File: config.mk
export PLATFORM = sky130hd
export DESIGN_NAME = waypoint_heading_steering_flat
export DESIGN_NICKNAME = d
export VERILOG_FILES = /design/src/hdl/wsteer_pkg.sv /design/src/hdl/wsteer_ifs.sv /design/src/hdl/wsteer_cordic.sv /design/src/hdl/wsteer_smul.sv /design/src/hdl/waypoint_heading_steering.sv /design/src/flat_wrapper.sv
export SDC_FILE = /design/constraint.sdc
export NUM_CORES = 2
export LEC_CHECK = 0
export ABC_CLOCK_PERIOD_IN_PS = 11200
export BUFFER_PORTS_ARGS = -buffer_cell sky130_fd_sc_hd__buf_2
export CORE_ASPECT_RATIO = 0.5
export CORE_MARGIN = 2
export CORE_UTILIZATION = 55
export DETAILED_ROUTE_END_ITERATION = 10
export GPL_TIMING_DRIVEN = 0
export PLACE_DENSITY = 0.71
export SYNTH_ARGS = -nofsm -noshare
export SYNTH_HDL_FRONTEND = slang
export SYNTH_SLANG_ARGS = --single-unit
File: constraint.sdc
create_clock -name clock -period 11.2 [get_ports clock]
set_clock_uncertainty 0.05 [all_clocks]
set_input_delay 1.68 -clock clock [delete_from_list [all_inputs] [get_ports clock]]
set_output_delay 1.68 -clock clock [all_outputs]
set_load 0.005 [all_outputs]
File: src/hdl/wsteer_pkg.sv
package wsteer_pkg;

   localparam int CORDIC_ITERATIONS = 16;
   localparam int ATAN_LEN          = 24;
   localparam int ATAN_IDX_W        = $clog2(ATAN_LEN);
   localparam int ITER_W            = $clog2(CORDIC_ITERATIONS + 1);

   localparam int POS_W  = 17;
   localparam int ANG_W  = 17;
   localparam int IDX_W  = 5;
   localparam int SW_W   = 8;
   localparam int MS_W   = 6;
   localparam int SPD_W  = 8;

   // Offset to the target, CORDIC vector, angle accumulator and error widths.
   localparam int DIF_W  = 19;
   localparam int CV_W   = 30;
   localparam int Z_W    = 34;
   localparam int ERR_W  = 19;
   localparam int DEL_W  = 20;
   localparam int PROD_W = DEL_W + MS_W;

   localparam int CSR_IDX_W = 4;
   localparam int CSR_DAT_W = 8;

   localparam logic signed [Z_W-1:0]   PI_Q29      = 34'sd1686629713;
   localparam logic signed [ERR_W-1:0] PI_Q13      = 19'sd25736;
   localparam logic signed [ERR_W-1:0] TWO_PI_Q13  = 19'sd51472;
   localparam logic signed [ERR_W-1:0] ENTER_SPIN  = 19'sd9830;
   localparam logic signed [ERR_W-1:0] LEAVE_SPIN  = 19'sd245;
   localparam logic [10:0]             ARRIVE_SQ   = 11'd576;
   localparam logic [4:0]              ARRIVE_AXIS = 5'd24;

   localparam logic [SW_W-1:0] SECTOR_WIDTH_RST = 8'd60;
   localparam logic [MS_W-1:0] MEDIUM_SPEED_RST = 6'd20;

   typedef enum logic [CSR_IDX_W-1:0] {
      CSR_SECTOR_WIDTH = 4'd0,
      CSR_MEDIUM_SPEED = 4'd1
   } csr_idx_type;

   // Elementary angles atan(2^-i) in radians with 29 fraction bits.
   function automatic logic [29:0] atan_q29(input logic [ATAN_IDX_W-1:0] i);
      case (i)
         5'd0:    atan_q29 = 30'd421657428;
         5'd1:    atan_q29 = 30'd248918915;
         5'd2:    atan_q29 = 30'd131521918;
         5'd3:    atan_q29 = 30'd66762579;
         5'd4:    atan_q29 = 30'd33510843;
         5'd5:    atan_q29 = 30'd16771758;
         5'd6:    atan_q29 = 30'd8387925;
         5'd7:    atan_q29 = 30'd4194219;
         5'd8:    atan_q29 = 30'd2097141;
         5'd9:    atan_q29 = 30'd1048575;
         5'd10:   atan_q29 = 30'd524288;
         5'd11:   atan_q29 = 30'd262144;
         5'd12:   atan_q29 = 30'd131072;
         5'd13:   atan_q29 = 30'd65536;
         5'd14:   atan_q29 = 30'd32768;
         5'd15:   atan_q29 = 30'd16384;
         5'd16:   atan_q29 = 30'd8192;
         5'd17:   atan_q29 = 30'd4096;
         5'd18:   atan_q29 = 30'd2048;
         5'd19:   atan_q29 = 30'd1024;
         5'd20:   atan_q29 = 30'd512;
         5'd21:   atan_q29 = 30'd256;
         5'd22:   atan_q29 = 30'd128;
         5'd23:   atan_q29 = 30'd64;
         default: atan_q29 = 30'd0;
      endcase
   endfunction

endpackage

File: src/hdl/wsteer_ifs.sv
interface wsteer_req_if;
   import wsteer_pkg::*;
   logic                    valid;
   logic                    ready;
   logic signed [POS_W-1:0] pos_x;
   logic signed [POS_W-1:0] pos_y;
   logic signed [ANG_W-1:0] heading;
   logic signed [IDX_W-1:0] target_col;
   logic signed [IDX_W-1:0] target_row;
   modport source (output valid, pos_x, pos_y, heading, target_col, target_row, input ready);
   modport sink (input valid, pos_x, pos_y, heading, target_col, target_row, output ready);
endinterface

interface wsteer_rsp_if;
   import wsteer_pkg::*;
   logic                    valid;
   logic                    ready;
   logic signed [SPD_W-1:0] left_speed;
   logic signed [SPD_W-1:0] right_speed;
   logic                    arrived;
   logic                    spinning;
   modport source (output valid, left_speed, right_speed, arrived, spinning, input ready);
   modport sink (input valid, left_speed, right_speed, arrived, spinning, output ready);
endinterface

interface wsteer_csr_if;
   import wsteer_pkg::*;
   logic                 valid;
   logic                 ready;
   logic [CSR_IDX_W-1:0] idx;
   logic [CSR_DAT_W-1:0] wdata;
   modport source (output valid, idx, wdata, input ready);
   modport sink (input valid, idx, wdata, output ready);
endinterface

File: src/hdl/wsteer_cordic.sv
module wsteer_cordic (
   input  logic                               clock,
   input  logic                               reset,
   input  logic                               start,
   input  logic signed [wsteer_pkg::DIF_W-1:0] yv,
   input  logic signed [wsteer_pkg::DIF_W-1:0] xv,
   output logic                               done,
   output logic signed [wsteer_pkg::ERR_W-1:0] angle
);
   import wsteer_pkg::*;

   logic signed [CV_W-1:0]  x_ff, x_in, y_ff, y_in, x0, y0, xs, ys;
   logic signed [Z_W-1:0]   z_ff, z_in, zr, zstep;
   logic [ITER_W-1:0]       cnt_ff, cnt_in;
   logic                    busy_ff, busy_in, done_ff, done_in;

   // Operands are scaled by 256 before vectoring.
   assign x0 = {{(CV_W-DIF_W-8){xv[DIF_W-1]}}, xv, 8'd0};
   assign y0 = {{(CV_W-DIF_W-8){yv[DIF_W-1]}}, yv, 8'd0};
   assign xs = x_ff >>> cnt_ff;
   assign ys = y_ff >>> cnt_ff;
   assign zstep = Z_W'(signed'({1'b0, atan_q29(ATAN_IDX_W'(cnt_ff))}));
   assign zr    = z_ff + Z_W'(32768);

   always_comb begin
      x_in     = x_ff;
      y_in     = y_ff;
      z_in     = z_ff;
      cnt_in   = cnt_ff;
      busy_in  = busy_ff;
      done_in  = 1'b0;
      if (start) begin
         cnt_in  = '0;
         busy_in = 1'b1;
         if (x0 < 0) begin
            // Left half plane: fold by pi and rotate the vector half a turn.
            x_in = -x0;
            y_in = -y0;
            z_in = (y0 >= 0) ? PI_Q29 : -PI_Q29;
         end else begin
            x_in = x0;
            y_in = y0;
            z_in = '0;
         end
      end else if (busy_ff) begin
         if (y_ff > 0) begin
            x_in = x_ff + ys;
            y_in = y_ff - xs;
            z_in = z_ff + zstep;
         end else begin
            x_in = x_ff - ys;
            y_in = y_ff + xs;
            z_in = z_ff - zstep;
         end
         cnt_in = cnt_ff + 1'b1;
         if (cnt_ff == ITER_W'(CORDIC_ITERATIONS - 1)) begin
            busy_in = 1'b0;
            done_in = 1'b1;
         end
      end
   end

   always_ff @(posedge clock) begin
      x_ff     <= x_in;
      y_ff     <= y_in;
      z_ff     <= z_in;
      cnt_ff   <= cnt_in;
      if (reset) begin
         busy_ff <= 1'b0;
         done_ff <= 1'b0;
      end else begin
         busy_ff <= busy_in;
         done_ff <= done_in;
      end
   end

   // The rounded angle is taken from the accumulator as done rises.
   assign done  = done_ff;
   assign angle = ERR_W'(zr >>> 16);
endmodule

File: src/hdl/wsteer_smul.sv
module wsteer_smul (
   input  logic                                clock,
   input  logic                                reset,
   input  logic                                start,
   input  logic signed [wsteer_pkg::DEL_W-1:0]  a,
   input  logic [wsteer_pkg::MS_W-1:0]          b,
   output logic                                done,
   output logic signed [wsteer_pkg::PROD_W-1:0] prod
);
   import wsteer_pkg::*;

   localparam int CNT_W = $clog2(MS_W + 1);

   logic signed [PROD_W-1:0] acc_ff, acc_in, a_ff, a_in;
   logic [MS_W-1:0]          b_ff, b_in;
   logic [CNT_W-1:0]         cnt_ff, cnt_in;
   logic                     busy_ff, busy_in, done_ff, done_in;

   // One multiplier bit per cycle, least significant first.
   always_comb begin
      acc_in  = acc_ff;
      a_in    = a_ff;
      b_in    = b_ff;
      cnt_in  = cnt_ff;
      busy_in = busy_ff;
      done_in = 1'b0;
      if (start) begin
         acc_in  = '0;
         a_in    = PROD_W'(a);
         b_in    = b;
         cnt_in  = '0;
         busy_in = 1'b1;
      end else if (busy_ff) begin
         if (b_ff[0]) begin
            acc_in = acc_ff + a_ff;
         end
         a_in   = a_ff <<< 1;
         b_in   = b_ff >> 1;
         cnt_in = cnt_ff + 1'b1;
         if (cnt_ff == CNT_W'(MS_W - 1)) begin
            busy_in = 1'b0;
            done_in = 1'b1;
         end
      end
   end

   always_ff @(posedge clock) begin
      acc_ff <= acc_in;
      a_ff   <= a_in;
      b_ff   <= b_in;
      cnt_ff <= cnt_in;
      if (reset) begin
         busy_ff <= 1'b0;
         done_ff <= 1'b0;
      end else begin
         busy_ff <= busy_in;
         done_ff <= done_in;
      end
   end

   assign done = done_ff;
   assign prod = acc_ff;
endmodule

File: src/hdl/waypoint_heading_steering.sv
// Flow: a transferred request passes the calculate and check states; an item inside the arrival radius
// then goes to the result, any other runs the CORDIC, the wrap steps and the speed multiplier first.
// Throughput: one item at a time; the iterative CORDIC and the bit-serial speed multiplier
// set the figure. A new request is taken once the previous result sits in the output register.
// Reset is synchronous and active high: sector width 60, medium speed 20, drive mode.
module waypoint_heading_steering (
   input logic         clock,
   input logic         reset,
   wsteer_req_if.sink   req_chan,
   wsteer_rsp_if.source rsp_chan,
   wsteer_csr_if.sink   csr_chan
);
   import wsteer_pkg::*;

   typedef enum logic [6:0] {
      ST_IDLE = 7'b0000001,
      ST_CALC = 7'b0000010,
      ST_CHK  = 7'b0000100,
      ST_CORD = 7'b0001000,
      ST_WRAP = 7'b0010000,
      ST_MULT = 7'b0100000,
      ST_DONE = 7'b1000000
   } state_type;

   state_type state_ff, state_in;

   // Configuration registers.
   logic [SW_W-1:0] sw_ff, sw_in;
   logic [MS_W-1:0] ms_ff, ms_in;

   // Latched request fields.
   logic signed [POS_W-1:0] px_ff, px_in, py_ff, py_in;
   logic signed [ANG_W-1:0] hd_ff, hd_in;
   logic signed [IDX_W-1:0] col_ff, col_in, row_ff, row_in;

   // Working values.
   logic signed [DIF_W-1:0] dx_ff, dx_in, dy_ff, dy_in;
   logic signed [ERR_W-1:0] err_ff, err_in;
   logic                    mode_ff, mode_in, mode_nx_ff, mode_nx_in;
   logic signed [SPD_W-1:0] spin_ff, spin_in;

   // Result held until the output register is free.
   logic signed [SPD_W-1:0] res_l_ff, res_l_in, res_r_ff, res_r_in;
   logic                    res_arr_ff, res_arr_in, res_spin_ff, res_spin_in;

   // Output register.
   logic                    rsp_valid_ff, rsp_valid_in;
   logic signed [SPD_W-1:0] rsp_l_ff, rsp_l_in, rsp_r_ff, rsp_r_in;
   logic                    rsp_arr_ff, rsp_arr_in, rsp_spin_ff, rsp_spin_in;

   logic                    cord_start, cord_done, mul_start, mul_done;
   logic signed [ERR_W-1:0] cord_angle;
   logic signed [PROD_W-1:0] mul_prod;

   logic signed [13:0]      col_sw, row_sw;
   logic signed [DIF_W-1:0] tgt_x, tgt_y, adx, ady;
   logic [10:0]             dist_sq;
   logic                    near;
   logic signed [ERR_W-1:0] mag;
   logic [ERR_W+5:0]        m35;
   logic [SPD_W-1:0]        spin_abs;
   logic signed [DEL_W-1:0] err6;
   logic signed [PROD_W:0]  base, q_l, q_r;
   logic                    req_fire, out_free;

   // Saturated truncating division of a drive sum by 40960. The magnitude is first
   // shifted by 13, and the remaining division by five is a reciprocal multiply that
   // is exact over the range left before saturation.
   function automatic logic signed [SPD_W-1:0] drive_cmd(input logic signed [PROD_W:0] q);
      logic [PROD_W:0]       aq;
      logic [PROD_W-13:0]    n;
      logic [PROD_W+1:0]     t;
      logic [SPD_W-1:0]      v;
      aq = (q < 0) ? unsigned'(-q) : unsigned'(q);
      n  = aq[PROD_W:13];
      t  = (PROD_W+2)'(n) * (PROD_W+2)'(13108);
      if (n >= (PROD_W-12)'(635)) begin
         v = 8'd127;
      end else begin
         v = SPD_W'(t >> 16);
      end
      drive_cmd = (q < 0) ? -signed'(v) : signed'(v);
   endfunction

   assign req_fire = req_chan.valid && req_chan.ready;
   assign out_free = !rsp_valid_ff || rsp_chan.ready;

   // Target corner in Q.4 and the offset from the current position.
   assign col_sw = 14'(col_ff) * signed'(14'({1'b0, sw_ff}));
   assign row_sw = 14'(row_ff) * signed'(14'({1'b0, sw_ff}));
   assign tgt_x  = DIF_W'(col_sw) <<< 4;
   assign tgt_y  = DIF_W'(row_sw) <<< 4;

   // Arrival test: each axis within 24 sixteenths before the small squares are summed.
   assign adx     = (dx_ff < 0) ? -dx_ff : dx_ff;
   assign ady     = (dy_ff < 0) ? -dy_ff : dy_ff;
   assign near    = (adx <= DIF_W'(ARRIVE_AXIS)) && (ady <= DIF_W'(ARRIVE_AXIS));
   assign dist_sq = 11'(adx[4:0]) * 11'(adx[4:0]) + 11'(ady[4:0]) * 11'(ady[4:0]);

   // Spin band: |err|*35 against one and sixteen whole steps of 8192.
   assign mag      = (err_ff < 0) ? -err_ff : err_ff;
   assign m35      = (ERR_W+6)'(unsigned'(mag)) * (ERR_W+6)'(35);
   assign spin_abs = (m35 < (ERR_W+6)'(8192))   ? 8'd0 :
                     (m35 < (ERR_W+6)'(131072)) ? 8'd8 : 8'd15;
   assign err6     = (DEL_W'(err_ff) <<< 2) + (DEL_W'(err_ff) <<< 1);

   // Drive sums: medium*8192*5 plus or minus medium*err*6.
   assign base = (PROD_W+1)'(unsigned'(ms_ff)) * (PROD_W+1)'(40960);
   assign q_l  = base + (PROD_W+1)'(mul_prod);
   assign q_r  = base - (PROD_W+1)'(mul_prod);

   always_comb begin
      state_in    = state_ff;
      sw_in       = sw_ff;
      ms_in       = ms_ff;
      px_in       = px_ff;
      py_in       = py_ff;
      hd_in       = hd_ff;
      col_in      = col_ff;
      row_in      = row_ff;
      dx_in       = dx_ff;
      dy_in       = dy_ff;
      err_in      = err_ff;
      mode_in     = mode_ff;
      mode_nx_in  = mode_nx_ff;
      spin_in     = spin_ff;
      res_l_in    = res_l_ff;
      res_r_in    = res_r_ff;
      res_arr_in  = res_arr_ff;
      res_spin_in = res_spin_ff;
      rsp_l_in    = rsp_l_ff;
      rsp_r_in    = rsp_r_ff;
      rsp_arr_in  = rsp_arr_ff;
      rsp_spin_in = rsp_spin_ff;
      rsp_valid_in = rsp_valid_ff;
      cord_start  = 1'b0;
      mul_start   = 1'b0;

      if (rsp_valid_ff && rsp_chan.ready) begin
         rsp_valid_in = 1'b0;
      end

      if (csr_chan.valid) begin
         if (csr_chan.idx == CSR_SECTOR_WIDTH) begin
            sw_in = csr_chan.wdata;
         end else if (csr_chan.idx == CSR_MEDIUM_SPEED) begin
            ms_in = csr_chan.wdata[MS_W-1:0];
         end
      end

      case (state_ff)
         ST_IDLE: begin
            if (req_fire) begin
               px_in    = req_chan.pos_x;
               py_in    = req_chan.pos_y;
               hd_in    = req_chan.heading;
               col_in   = req_chan.target_col;
               row_in   = req_chan.target_row;
               state_in = ST_CALC;
            end
         end
         ST_CALC: begin
            dx_in    = tgt_x - DIF_W'(px_ff);
            dy_in    = tgt_y - DIF_W'(py_ff);
            state_in = ST_CHK;
         end
         ST_CHK: begin
            if (near && (dist_sq <= ARRIVE_SQ)) begin
               // At the target: motors stop and the turn-in-place flag drops.
               res_l_in    = '0;
               res_r_in    = '0;
               res_arr_in  = 1'b1;
               res_spin_in = 1'b0;
               mode_nx_in  = 1'b0;
               state_in    = ST_DONE;
            end else begin
               cord_start = 1'b1;
               state_in   = ST_CORD;
            end
         end
         ST_CORD: begin
            if (cord_done) begin
               err_in   = cord_angle - ERR_W'(hd_ff);
               state_in = ST_WRAP;
            end
         end
         ST_WRAP: begin
            // One turn is added or removed per cycle until the error lies in (-pi, pi].
            if (err_ff > PI_Q13) begin
               err_in = err_ff - TWO_PI_Q13;
            end else if (err_ff <= -PI_Q13) begin
               err_in = err_ff + TWO_PI_Q13;
            end else begin
               mode_nx_in = mode_ff ? !(mag <= LEAVE_SPIN) : (mag > ENTER_SPIN);
               spin_in    = (err_ff < 0) ? -signed'(spin_abs) : signed'(spin_abs);
               mul_start  = 1'b1;
               state_in   = ST_MULT;
            end
         end
         ST_MULT: begin
            if (mul_done) begin
               res_arr_in  = 1'b0;
               res_spin_in = mode_nx_ff;
               if (mode_nx_ff) begin
                  res_l_in = spin_ff;
                  res_r_in = -spin_ff;
               end else begin
                  res_l_in = drive_cmd(q_l);
                  res_r_in = drive_cmd(q_r);
               end
               state_in = ST_DONE;
            end
         end
         ST_DONE: begin
            if (out_free) begin
               rsp_l_in     = res_l_ff;
               rsp_r_in     = res_r_ff;
               rsp_arr_in   = res_arr_ff;
               rsp_spin_in  = res_spin_ff;
               rsp_valid_in = 1'b1;
               mode_in      = mode_nx_ff;
               state_in     = ST_IDLE;
            end
         end
         default: begin
            state_in = ST_IDLE;
         end
      endcase
   end

   always_ff @(posedge clock) begin
      px_ff       <= px_in;
      py_ff       <= py_in;
      hd_ff       <= hd_in;
      col_ff      <= col_in;
      row_ff      <= row_in;
      dx_ff       <= dx_in;
      dy_ff       <= dy_in;
      err_ff      <= err_in;
      mode_nx_ff  <= mode_nx_in;
      spin_ff     <= spin_in;
      res_l_ff    <= res_l_in;
      res_r_ff    <= res_r_in;
      res_arr_ff  <= res_arr_in;
      res_spin_ff <= res_spin_in;
      rsp_l_ff    <= rsp_l_in;
      rsp_r_ff    <= rsp_r_in;
      rsp_arr_ff  <= rsp_arr_in;
      rsp_spin_ff <= rsp_spin_in;
      if (reset) begin
         state_ff     <= ST_IDLE;
         sw_ff        <= SECTOR_WIDTH_RST;
         ms_ff        <= MEDIUM_SPEED_RST;
         mode_ff      <= 1'b0;
         rsp_valid_ff <= 1'b0;
      end else begin
         state_ff     <= state_in;
         sw_ff        <= sw_in;
         ms_ff        <= ms_in;
         mode_ff      <= mode_in;
         rsp_valid_ff <= rsp_valid_in;
      end
   end

   // Bearing to the target: atan2(dx, dy).
   wsteer_cordic u_cordic (
      .clock (clock),
      .reset (reset),
      .start (cord_start),
      .yv    (dx_ff),
      .xv    (dy_ff),
      .done  (cord_done),
      .angle (cord_angle)
   );

   // Medium speed times six times the error, one bit of speed per cycle.
   wsteer_smul u_smul (
      .clock (clock),
      .reset (reset),
      .start (mul_start),
      .a     (err6),
      .b     (ms_ff),
      .done  (mul_done),
      .prod  (mul_prod)
   );

   assign req_chan.ready       = (state_ff == ST_IDLE);
   assign csr_chan.ready       = 1'b1;
   assign rsp_chan.valid       = rsp_valid_ff;
   assign rsp_chan.left_speed  = rsp_l_ff;
   assign rsp_chan.right_speed = rsp_r_ff;
   assign rsp_chan.arrived     = rsp_arr_ff;
   assign rsp_chan.spinning    = rsp_spin_ff;

   // An arrival result always carries stopped motors and drive mode.
   assert property (@(posedge clock) disable iff (reset)
      rsp_chan.valid && rsp_chan.arrived |->
         rsp_chan.left_speed == 0 && rsp_chan.right_speed == 0 && !rsp_chan.spinning)
      else $error("arrival result with motors running");

   // Turning in place drives the wheels in opposite directions by equal amounts.
   assert property (@(posedge clock) disable iff (reset)
      rsp_chan.valid && rsp_chan.spinning |-> rsp_chan.left_speed == -rsp_chan.right_speed)
      else $error("spin command not symmetric");

   // The turn-in-place flag only changes when a result is loaded into the output register.
   assert property (@(posedge clock) disable iff (reset)
      mode_ff != $past(mode_ff) |-> $rose(rsp_valid_ff) || (rsp_valid_ff && $past(rsp_chan.ready)))
      else $error("turn mode changed outside result hand-over");
endmodule

File: src/flat_wrapper.sv
// flat-port wrapper written by rule: the top's interface ports become plain ports
module waypoint_heading_steering_flat import wsteer_pkg::*;
  (clock, reset, req_chan_valid, req_chan_pos_x, req_chan_pos_y, req_chan_heading, req_chan_target_col, req_chan_target_row, req_chan_ready, rsp_chan_valid, rsp_chan_left_speed, rsp_chan_right_speed, rsp_chan_arrived, rsp_chan_spinning, rsp_chan_ready, csr_chan_valid, csr_chan_idx, csr_chan_wdata, csr_chan_ready);
  wsteer_req_if req_chan_i ();
  wsteer_rsp_if rsp_chan_i ();
  wsteer_csr_if csr_chan_i ();
  input logic clock;
  input logic reset;
  input wire logic [$bits(req_chan_i.valid)-1:0] req_chan_valid;
  input wire logic [$bits(req_chan_i.pos_x)-1:0] req_chan_pos_x;
  input wire logic [$bits(req_chan_i.pos_y)-1:0] req_chan_pos_y;
  input wire logic [$bits(req_chan_i.heading)-1:0] req_chan_heading;
  input wire logic [$bits(req_chan_i.target_col)-1:0] req_chan_target_col;
  input wire logic [$bits(req_chan_i.target_row)-1:0] req_chan_target_row;
  output wire logic [$bits(req_chan_i.ready)-1:0] req_chan_ready;
  output wire logic [$bits(rsp_chan_i.valid)-1:0] rsp_chan_valid;
  output wire logic [$bits(rsp_chan_i.left_speed)-1:0] rsp_chan_left_speed;
  output wire logic [$bits(rsp_chan_i.right_speed)-1:0] rsp_chan_right_speed;
  output wire logic [$bits(rsp_chan_i.arrived)-1:0] rsp_chan_arrived;
  output wire logic [$bits(rsp_chan_i.spinning)-1:0] rsp_chan_spinning;
  input wire logic [$bits(rsp_chan_i.ready)-1:0] rsp_chan_ready;
  input wire logic [$bits(csr_chan_i.valid)-1:0] csr_chan_valid;
  input wire logic [$bits(csr_chan_i.idx)-1:0] csr_chan_idx;
  input wire logic [$bits(csr_chan_i.wdata)-1:0] csr_chan_wdata;
  output wire logic [$bits(csr_chan_i.ready)-1:0] csr_chan_ready;
  assign req_chan_i.valid = req_chan_valid;
  assign req_chan_i.pos_x = req_chan_pos_x;
  assign req_chan_i.pos_y = req_chan_pos_y;
  assign req_chan_i.heading = req_chan_heading;
  assign req_chan_i.target_col = req_chan_target_col;
  assign req_chan_i.target_row = req_chan_target_row;
  assign req_chan_ready = req_chan_i.ready;
  assign rsp_chan_valid = rsp_chan_i.valid;
  assign rsp_chan_left_speed = rsp_chan_i.left_speed;
  assign rsp_chan_right_speed = rsp_chan_i.right_speed;
  assign rsp_chan_arrived = rsp_chan_i.arrived;
  assign rsp_chan_spinning = rsp_chan_i.spinning;
  assign rsp_chan_i.ready = rsp_chan_ready;
  assign csr_chan_i.valid = csr_chan_valid;
  assign csr_chan_i.idx = csr_chan_idx;
  assign csr_chan_i.wdata = csr_chan_wdata;
  assign csr_chan_ready = csr_chan_i.ready;
  waypoint_heading_steering u_core (.clock(clock), .reset(reset), .req_chan(req_chan_i), .rsp_chan(rsp_chan_i), .csr_chan(csr_chan_i));
endmodule
Yosys cells after proc, flatten, opt, wreduce, memory -nomap -nowiden
Memories as Yosys holds them, arrays and structs flattened. A register that Yosys moved wholly into a read port is not among the register bits. Index checks and enable logic that the tools add are counted.

Register bits after elaboration: 350. Latch bits: 0. Memory bits (writable): 0. Memory bits (read-only): 928. Input bits: 78. Output and inout port bits: 21. Word-level logic and storage cells: 225. Memories kept: 1.

Add/sub/neg operators: 30. Multipliers: 8. Div/mod/pow operators: 0. Order comparisons: 19. Equal/unequal tests: 18. Shifts and indexed selects: 2. Multiplexer cells: 82. Bitwise operators: 5. Reduce and logical (&&, ||, !) cells: 25.

Memories: (no name shown) (depth 32, width 29, rd ports 1, clocked after memory_dff 1, write ports 0, RTL line wsteer_pkg.sv:44) `case (i)`.

Operators by type and width (count): $mux 30 (8); $mux 34 (5); $mux 8 (17); $mux 19 (6); $lt 27x1->1 const B (3); $add 30x30->30 (2); $neg 27->30 (2); $sshr 30x5->30 (2); $sub 30x30->30 (2); $lt 19x1->1 const B (3); $neg 19->19 (3); $sub 18x17->19 (3); $mux 27 (2); $neg 27->27 (2); $mux 26 (2); $mux 7 (7); $pmux 7 s7 (1); $mul 14x12->22 const B (2); $le 19x5->1 const B (2); $pmux 19 s2 (1); $add 34x17->34 const B (1); $add 34x31->34 (1); $sub 34x31->34 (1); $neg 8->8 (4); 53 further kinds (107).

Logic depth before layout (Yosys ltp)
Word-level depth: 14. Depth in mapped cells: 40. Gate-level depth less buffers: 39.

Hierarchy
Synthesis repeated with hierarchy kept, for this count alone.

Cells, all modules: 5301. Area total of the unflattened synthesis: 46628.5 µm².

By module, submodules not included: waypoint_heading_steering (instances 1, cells an instance 2865, area each 25714.7 µm², seq. area each 5235.0 µm²); wsteer_cordic (instances 1, cells an instance 2020, area each 17033.8 µm², seq. area each 3543.4 µm²); wsteer_smul (instances 1, cells an instance 416, area each 3880.0 µm², seq. area each 1581.5 µm²).

Least setup slack after synthesis
No wires, ideal clock.

Path kind: register -> register. Start point: register u_core.ms_ff[1]. End point: register u_core.res_r_ff[6], data pin. Library setup time: 0.262 ns. Data arrival time: 9.139 ns. Data required time: 10.888 ns. Path slack: 1.749 ns. Cell stages (with the launch flop): 36. Buffers on the path: 3. Clock period less this slack: 9.451 ns. Cells stage by stage: dfxtp_1 > ha_1 > ha_1 > fa_1 > a21o_1 > a21oi_1 > xnor2_1 > ha_1 > clkbuf_1 > inv_1 > o221ai_1 > a31o_2 > clkbuf_1 > clkbuf_1 > a21oi_1 > xor2_1 > ha_1 > fa_1 > fa_1 > fa_1 > inv_1 > fa_1 > inv_1 > ha_1 > or4_1 > a221oi_1 > o21ai_0 > a2111oi_0 > nor3b_1 > a31oi_1 > nand2b_1 > xor2_1 > nand3b_1 > mux2_2 > o221ai_1 > a21oi_1.

Cells in the longest elaborated chain, start to end: 14. Elaborated cells on any way between the ends: 16. Classes of those cells: add/sub: 3; mul: 2; order compare: 2; mux: 9.

Ends and longest elaborated chain: start: declaration (RTL line waypoint_heading_steering.sv:29) `logic [MS_W-1:0] ms_ff, ms_in;`; start signal: assignment (RTL line waypoint_heading_steering.sv:259) `ms_ff <= ms_in;`; $mul 6x3->9 * (RTL line waypoint_heading_steering.sv:108) `assign base = (PROD_W+1)'(unsigned'(ms_ff)) * (PROD_W+1)'(40960);`; $sub 23x26->27 * (RTL line waypoint_heading_steering.sv:110) `assign q_r = base - (PROD_W+1)'(mul_prod);`; $neg 27->27 or $lt 27x1->1 (tied branches) (RTL line waypoint_heading_steering.sv:74, waypoint_heading_steering.sv:82); $mux 27 (RTL line waypoint_heading_steering.sv:74) `aq = (q < 0) ? unsigned'(-q) : unsigned'(q);`; $mul 14x12->22 or $ge 14x10->1 (tied branches) (RTL line waypoint_heading_steering.sv:76, waypoint_heading_steering.sv:77); $mux 8 (RTL line waypoint_heading_steering.sv:77) `if (n >= (PROD_W-12)'(635)) begin`; $mux 8 (RTL line waypoint_heading_steering.sv:204) `if (mode_nx_ff) begin`; $mux 8 (RTL line waypoint_heading_steering.sv:201) `if (mul_done) begin`; $mux 8 (RTL line waypoint_heading_steering.sv:151) `case (state_ff)`; $neg 8->8 (RTL line waypoint_heading_steering.sv:82) `drive_cmd = (q < 0) ? -signed'(v) : signed'(v);`; $mux 8 * (RTL line waypoint_heading_steering.sv:82); $mux 8 * (RTL line waypoint_heading_steering.sv:204); $mux 8 * (RTL line waypoint_heading_steering.sv:201); $pmux 8 s2 * (RTL line waypoint_heading_steering.sv:151); end signal: assignment (RTL line waypoint_heading_steering.sv:243) `res_r_ff <= res_r_in;`; end: declaration (RTL line waypoint_heading_steering.sv:43) `logic signed [SPD_W-1:0] res_l_ff, res_l_in, res_r_ff, res_r_in;`.

Mark *: on every way between the ends. The rest lies on a longest branch, timed or not. The select of a mux whose other input is x is not followed. A chain may end at the register's enable or synchronous reset.

Final worst setup path
Start point: register u_core.dy_ff[0]. End point: register u_core.u_cordic.zstep[15] (netlist name).

Cells in the longest elaborated chain, start to end: 9. Elaborated cells on any way between the ends: 12. Classes of those cells: add/sub: 2; mul: 1; order compare: 3; mux: 4; reduce/logical: 2.

Ends and longest elaborated chain: start: declaration (RTL line waypoint_heading_steering.sv:37) `logic signed [DIF_W-1:0] dx_ff, dx_in, dy_ff, dy_in;`; start signal: assignment (RTL line waypoint_heading_steering.sv:238) `dy_ff <= dy_in;`; $neg 19->19 or $lt 19x1->1 (tied branches) (RTL line waypoint_heading_steering.sv:96) `assign ady = (dy_ff < 0) ? -dy_ff : dy_ff;`; $mux 19 * (RTL line waypoint_heading_steering.sv:96); $mul 5x5->10 (RTL line waypoint_heading_steering.sv:98) `assign dist_sq = 11'(adx[4:0]) * 11'(adx[4:0]) + 11'(ady[4:0]) * 11'(ady[4:0]);`; $add 10x10->11 (RTL line waypoint_heading_steering.sv:98); $le 11x10->1 (RTL line waypoint_heading_steering.sv:168) `if (near && (dist_sq <= ARRIVE_SQ)) begin`; $logic_and 1x1->1 * (RTL line waypoint_heading_steering.sv:168); $mux 1 * (RTL line waypoint_heading_steering.sv:168); $mux 1 * (RTL line waypoint_heading_steering.sv:151); $mux 5 (no line) *.

Mark *: on every way between the ends. The rest lies on a longest branch, timed or not.

==> flow_metrics.py <==
metrics = {
    "floorplanning": {
        "core_area_um2": 79100,
        "start_util_pct": 55.3,
        "fp-row-count": 73,
        "die_area_um2": 82000,
        "die_h_um": 203,
        "ios": 99,
        "die_x_um": 403,
    },
    "timing": {
        "drv_slew": 0,
        "clock.fmax_ghz": 0.0946,
        "holdWs_ns": 0.368,
        "min_period_ns": 10.57,
        "hold_viol": 0,
        "period_share_pct": 94.4,
        "max_slew_margin_pct": 21.9,
        "rsz0062_at_grt": "no",
        "setup_viol": 0,
        "worstMarginPinSlew_ns": 1.14,
    },
    "synth": {
        "avgSynthCellArea_um2": 8.94,
        "yosys.area.top_type": "edfxtp_1",
        "ys.flop_type": "edfxtp_1",
        "yosys_warnings": 0,
        "synth_area_leaders": "edfxtp_1, ha_1, fa_1",
        "syn_area_um2": 43700,
        "synth_edf_count": 284,
        "ys_types": 95,
        "yosys-top-cells-count": "inv_1, ha_1, nand2_1",
        "ys_seq_area_share_pct": 23.6,
        "synth_top_area_share_pct": 19.5,
        "synthCells": 4896,
        "synth-seq-cells": 373,
        "synthArstFlopShare_pct": 0,
        "yosysMostFrequentCell": "inv_1",
    },
    "clock_network": {
        "cts_hold_buf": 0,
        "cts_buffers": 40,
        "clk_latency_ns": 0.61,
        "clockBufferDepth": 3,
        "h-tree-depth": 2,
        "clk_pin_slew_ns": 0.07,
        "cts_sinks": 373,
        "cts_root_buf": "clkbuf_16",
        "cts_tree": "yes",
    },
    "setup_path": {
        "cp-end-kind": "flip-flop",
        "required_ns": 11.63,
        "cp_slowest_cell": "a21boi_0",
        "critPathArrivalTime_ns": 11.00,
        "path_max_fanout": 10,
        "critPathLaunchType": "flip-flop",
        "critPathKind": "reg -> reg",
        "path_common_cell": "inv_1",
        "slowest_delay_ns": 0.87,
    },
    "power_and_ir_drop": {
        "switching_share_pct": 48.3,
        "p_int_uw": 5980,
        "switching_power_uw": 5580,
        "clkPwrFrac_pct": 12.1,
        "power_uw": 11600,
        "p_seq_share_pct": 16.2,
        "power_leakage_uw": 0.0209,
        "pwr-share-comb_pct": 71.6,
        "p_per_area_nw_per_um2": 245,
        "worst_ir_drop_vdd_mv": 0.317,
    },
    "layout": {
        "diodes": 0,
        "final_area_um2": 47100,
        "drive_gt1_share_pct": 7.01,
        "layout.nets": 5896,
        "final_cells": 6129,
        "syn_to_final_growth_pct": 7.71,
    },
    "worst_hold_path": {
        "hp-class": "reg -> reg",
    },
    "placement": {
        "gp_congestion": 0.985,
        "dpl_cell_area_um2": 45700,
        "post-dp-hpwl_mm": 99.9,
        "dp_cells": 6061,
        "io_buffers": 96,
    },
    "routing": {
        "routed_wl_mm": 123,
        "routedWlPerCell_um": 20.1,
        "num_vias": 37000,
        "detail-route-antenna-nets": 0,
        "firstDrtPassIters": 6,
        "drc": 0,
        "first_iter_violations": 2735,
        "vias_per_cell": 6.03,
    },
    "global_routing": {
        "grt_pass1_wl_mm": 197,
        "grt_antenna_before_repair": 0,
        "grt_pass1_vias": 36900,
        "grt_util_all_layers_pct": 30.2,
        "grt_remaining_overflow": 0,
        "grt_max_degree": 61,
    },
    "outcome": {
        "status": "finished clean",
    },
    "run": {
        "max-cap-violations": 0,
    },
}
==> cell usage in the layout, fill, tap and decap left out, types with 36 or more instances in the layout <==
cell,instances
nor2b_1,47
xor2_1,128
o21ai_0,285
a21o_1,80
o21a_1,38
nand2b_1,61
a31oi_1,48
nand2_1,369
nor2_1,344
nand4_1,42
o31ai_1,48
mux4_2,82
dfxtp_1,89
ha_1,590
clkbuf_1,113
mux2i_1,46
xnor2_1,262
fa_1,178
o21bai_1,36
a211oi_1,39
nand3_1,85
inv_1,627
edfxtp_1,284
buf_2,104
and2_1,72
a21oi_1,309
clkbuf_16,43
nor3_1,90
==> per-layer routing <==
| layer | track usage [%] | share of wire, % | vias up |
|---|---|---|---|
| met2 | 52.6 | 48 | 1239 |
| li1 | - | - | 17600 |
| met5 | 0 | 0 | - |
| met4 | 11.2 | 3.7 | 0 |
| met1 | 38.2 | 42 | 17900 |
| met3 | 4.12 | 6.2 | 255 |
==> timing repair <==
action / CTS / global route
endpoints found under the hold margin: 0 / 0
resized for setup: 2 / 13
buffers inserted: 0 / 0
endpoints found under the setup margin: 6 / 11
==> path summary, 6_finish.rpt <==
check	start	end	slack, ns	depth (start not counted)
setup / recovery	u_core.dy_ff[0]$_DFFE_PP_	u_core.u_cordic.zstep[15]$_SDFF_PP0_	0.63	32
hold / removal	u_core.res_r_ff[2]$_SDFFCE_PN0P_	u_core.rsp_chan.right_speed[2]$_DFFE_PP_	0.37	0
setup reg to reg	u_core.dy_ff[0]$_DFFE_PP_	u_core.u_cordic.zstep[15]$_SDFF_PP0_	0.63	32
hold reg to reg	u_core.res_r_ff[2]$_SDFFCE_PN0P_	u_core.rsp_chan.right_speed[2]$_DFFE_PP_	0.37	0
==> kinds of logic (layout without fill, tap and decap cells) <==
| logic type | after synthesis | in the layout | synth area share (%) |
|---|---|---|---|
| compound gates | 1112 | 1112 | 16.0 |
| flops | 373 | 373 | 23.6 |
| other cells | 2 | 15 | 0.0172 |
| xor+xnor | 396 | 396 | 7.98 |
| mux | 153 | 153 | 5.92 |
| simple gates | 1313 | 1313 | 14.7 |
| buf+inv | 779 | 949 | 6.80 |
| fa+ha+maj | 768 | 768 | 25.0 |
==> sequential cells by signal, indices dropped and copies added (netlist names), 7 cells and up <==
| signal | count |
|---|---|
| u_core.u_smul.prod | 25 |
| u_core.dy_ff | 19 |
| u_core.res_l_ff | 8 |
| u_core.u_cordic.x_ff | 30 |
| u_core.res_r_ff | 8 |
| u_core.err_ff | 19 |
| u_core.u_smul.a_ff | 25 |
| u_core.px_ff | 17 |
| u_core.u_cordic.z_ff | 34 |
| u_core.dx_ff | 19 |
| u_core.py_ff | 17 |
| u_core.u_cordic.zstep | 29 |
| u_core.sw_ff | 8 |
| u_core.hd_ff | 17 |
| u_core.u_cordic.y_ff | 30 |
| u_core.rsp_chan.right_speed | 8 |
| u_core.rsp_chan.left_speed | 8 |
| u_core.state_ff | 7 |
==> stage by stage <==
step,utilization [%],setup TNS (ns),setup WS (ns)
3_3_place_gp,57.6,-84.26,-0.920
4_1_cts,59.5,0,0.0283
2_1_floorplan,-,0,1.75
6_report,59.6,0,0.625
3_5_place_dp,57.8,-0.492,-0.165
5_1_grt,59.6,0,0.0612
==> final cells by class <==
cell class,count,area (µm²)
fill,6977,32000
multi-input combinational,3757,30600
sequential,373,10300
inverter,631,2370
tap,1050,1310
clock buffer,50,1100
timing repair buffer,102,609
buffer,145,598
clock inverter,21,226
==> worst max-delay path, delay by kind of cell, from the launching register on <==
kind            cells  cell delay (ns)
buf+inv             9             2.83
flops               1             0.56
simple gates        5             0.97
fa+ha+maj           8             3.04
compound gates     10             3.00
==> power groups by stage <==
stage | sequential, µW | clock [µW] | combinational, µW
2_1_floorplan | 1870 | 0 | 6240
3_3_place_gp | 1900 | 0 | 7850
3_5_place_dp | 1900 | 0 | 8100
4_1_cts | 1870 | 1420 | 8180
5_1_grt | 1890 | 1480 | 9290
6_report | 1880 | 1400 | 8280
(Power assumes the default switching activity.)
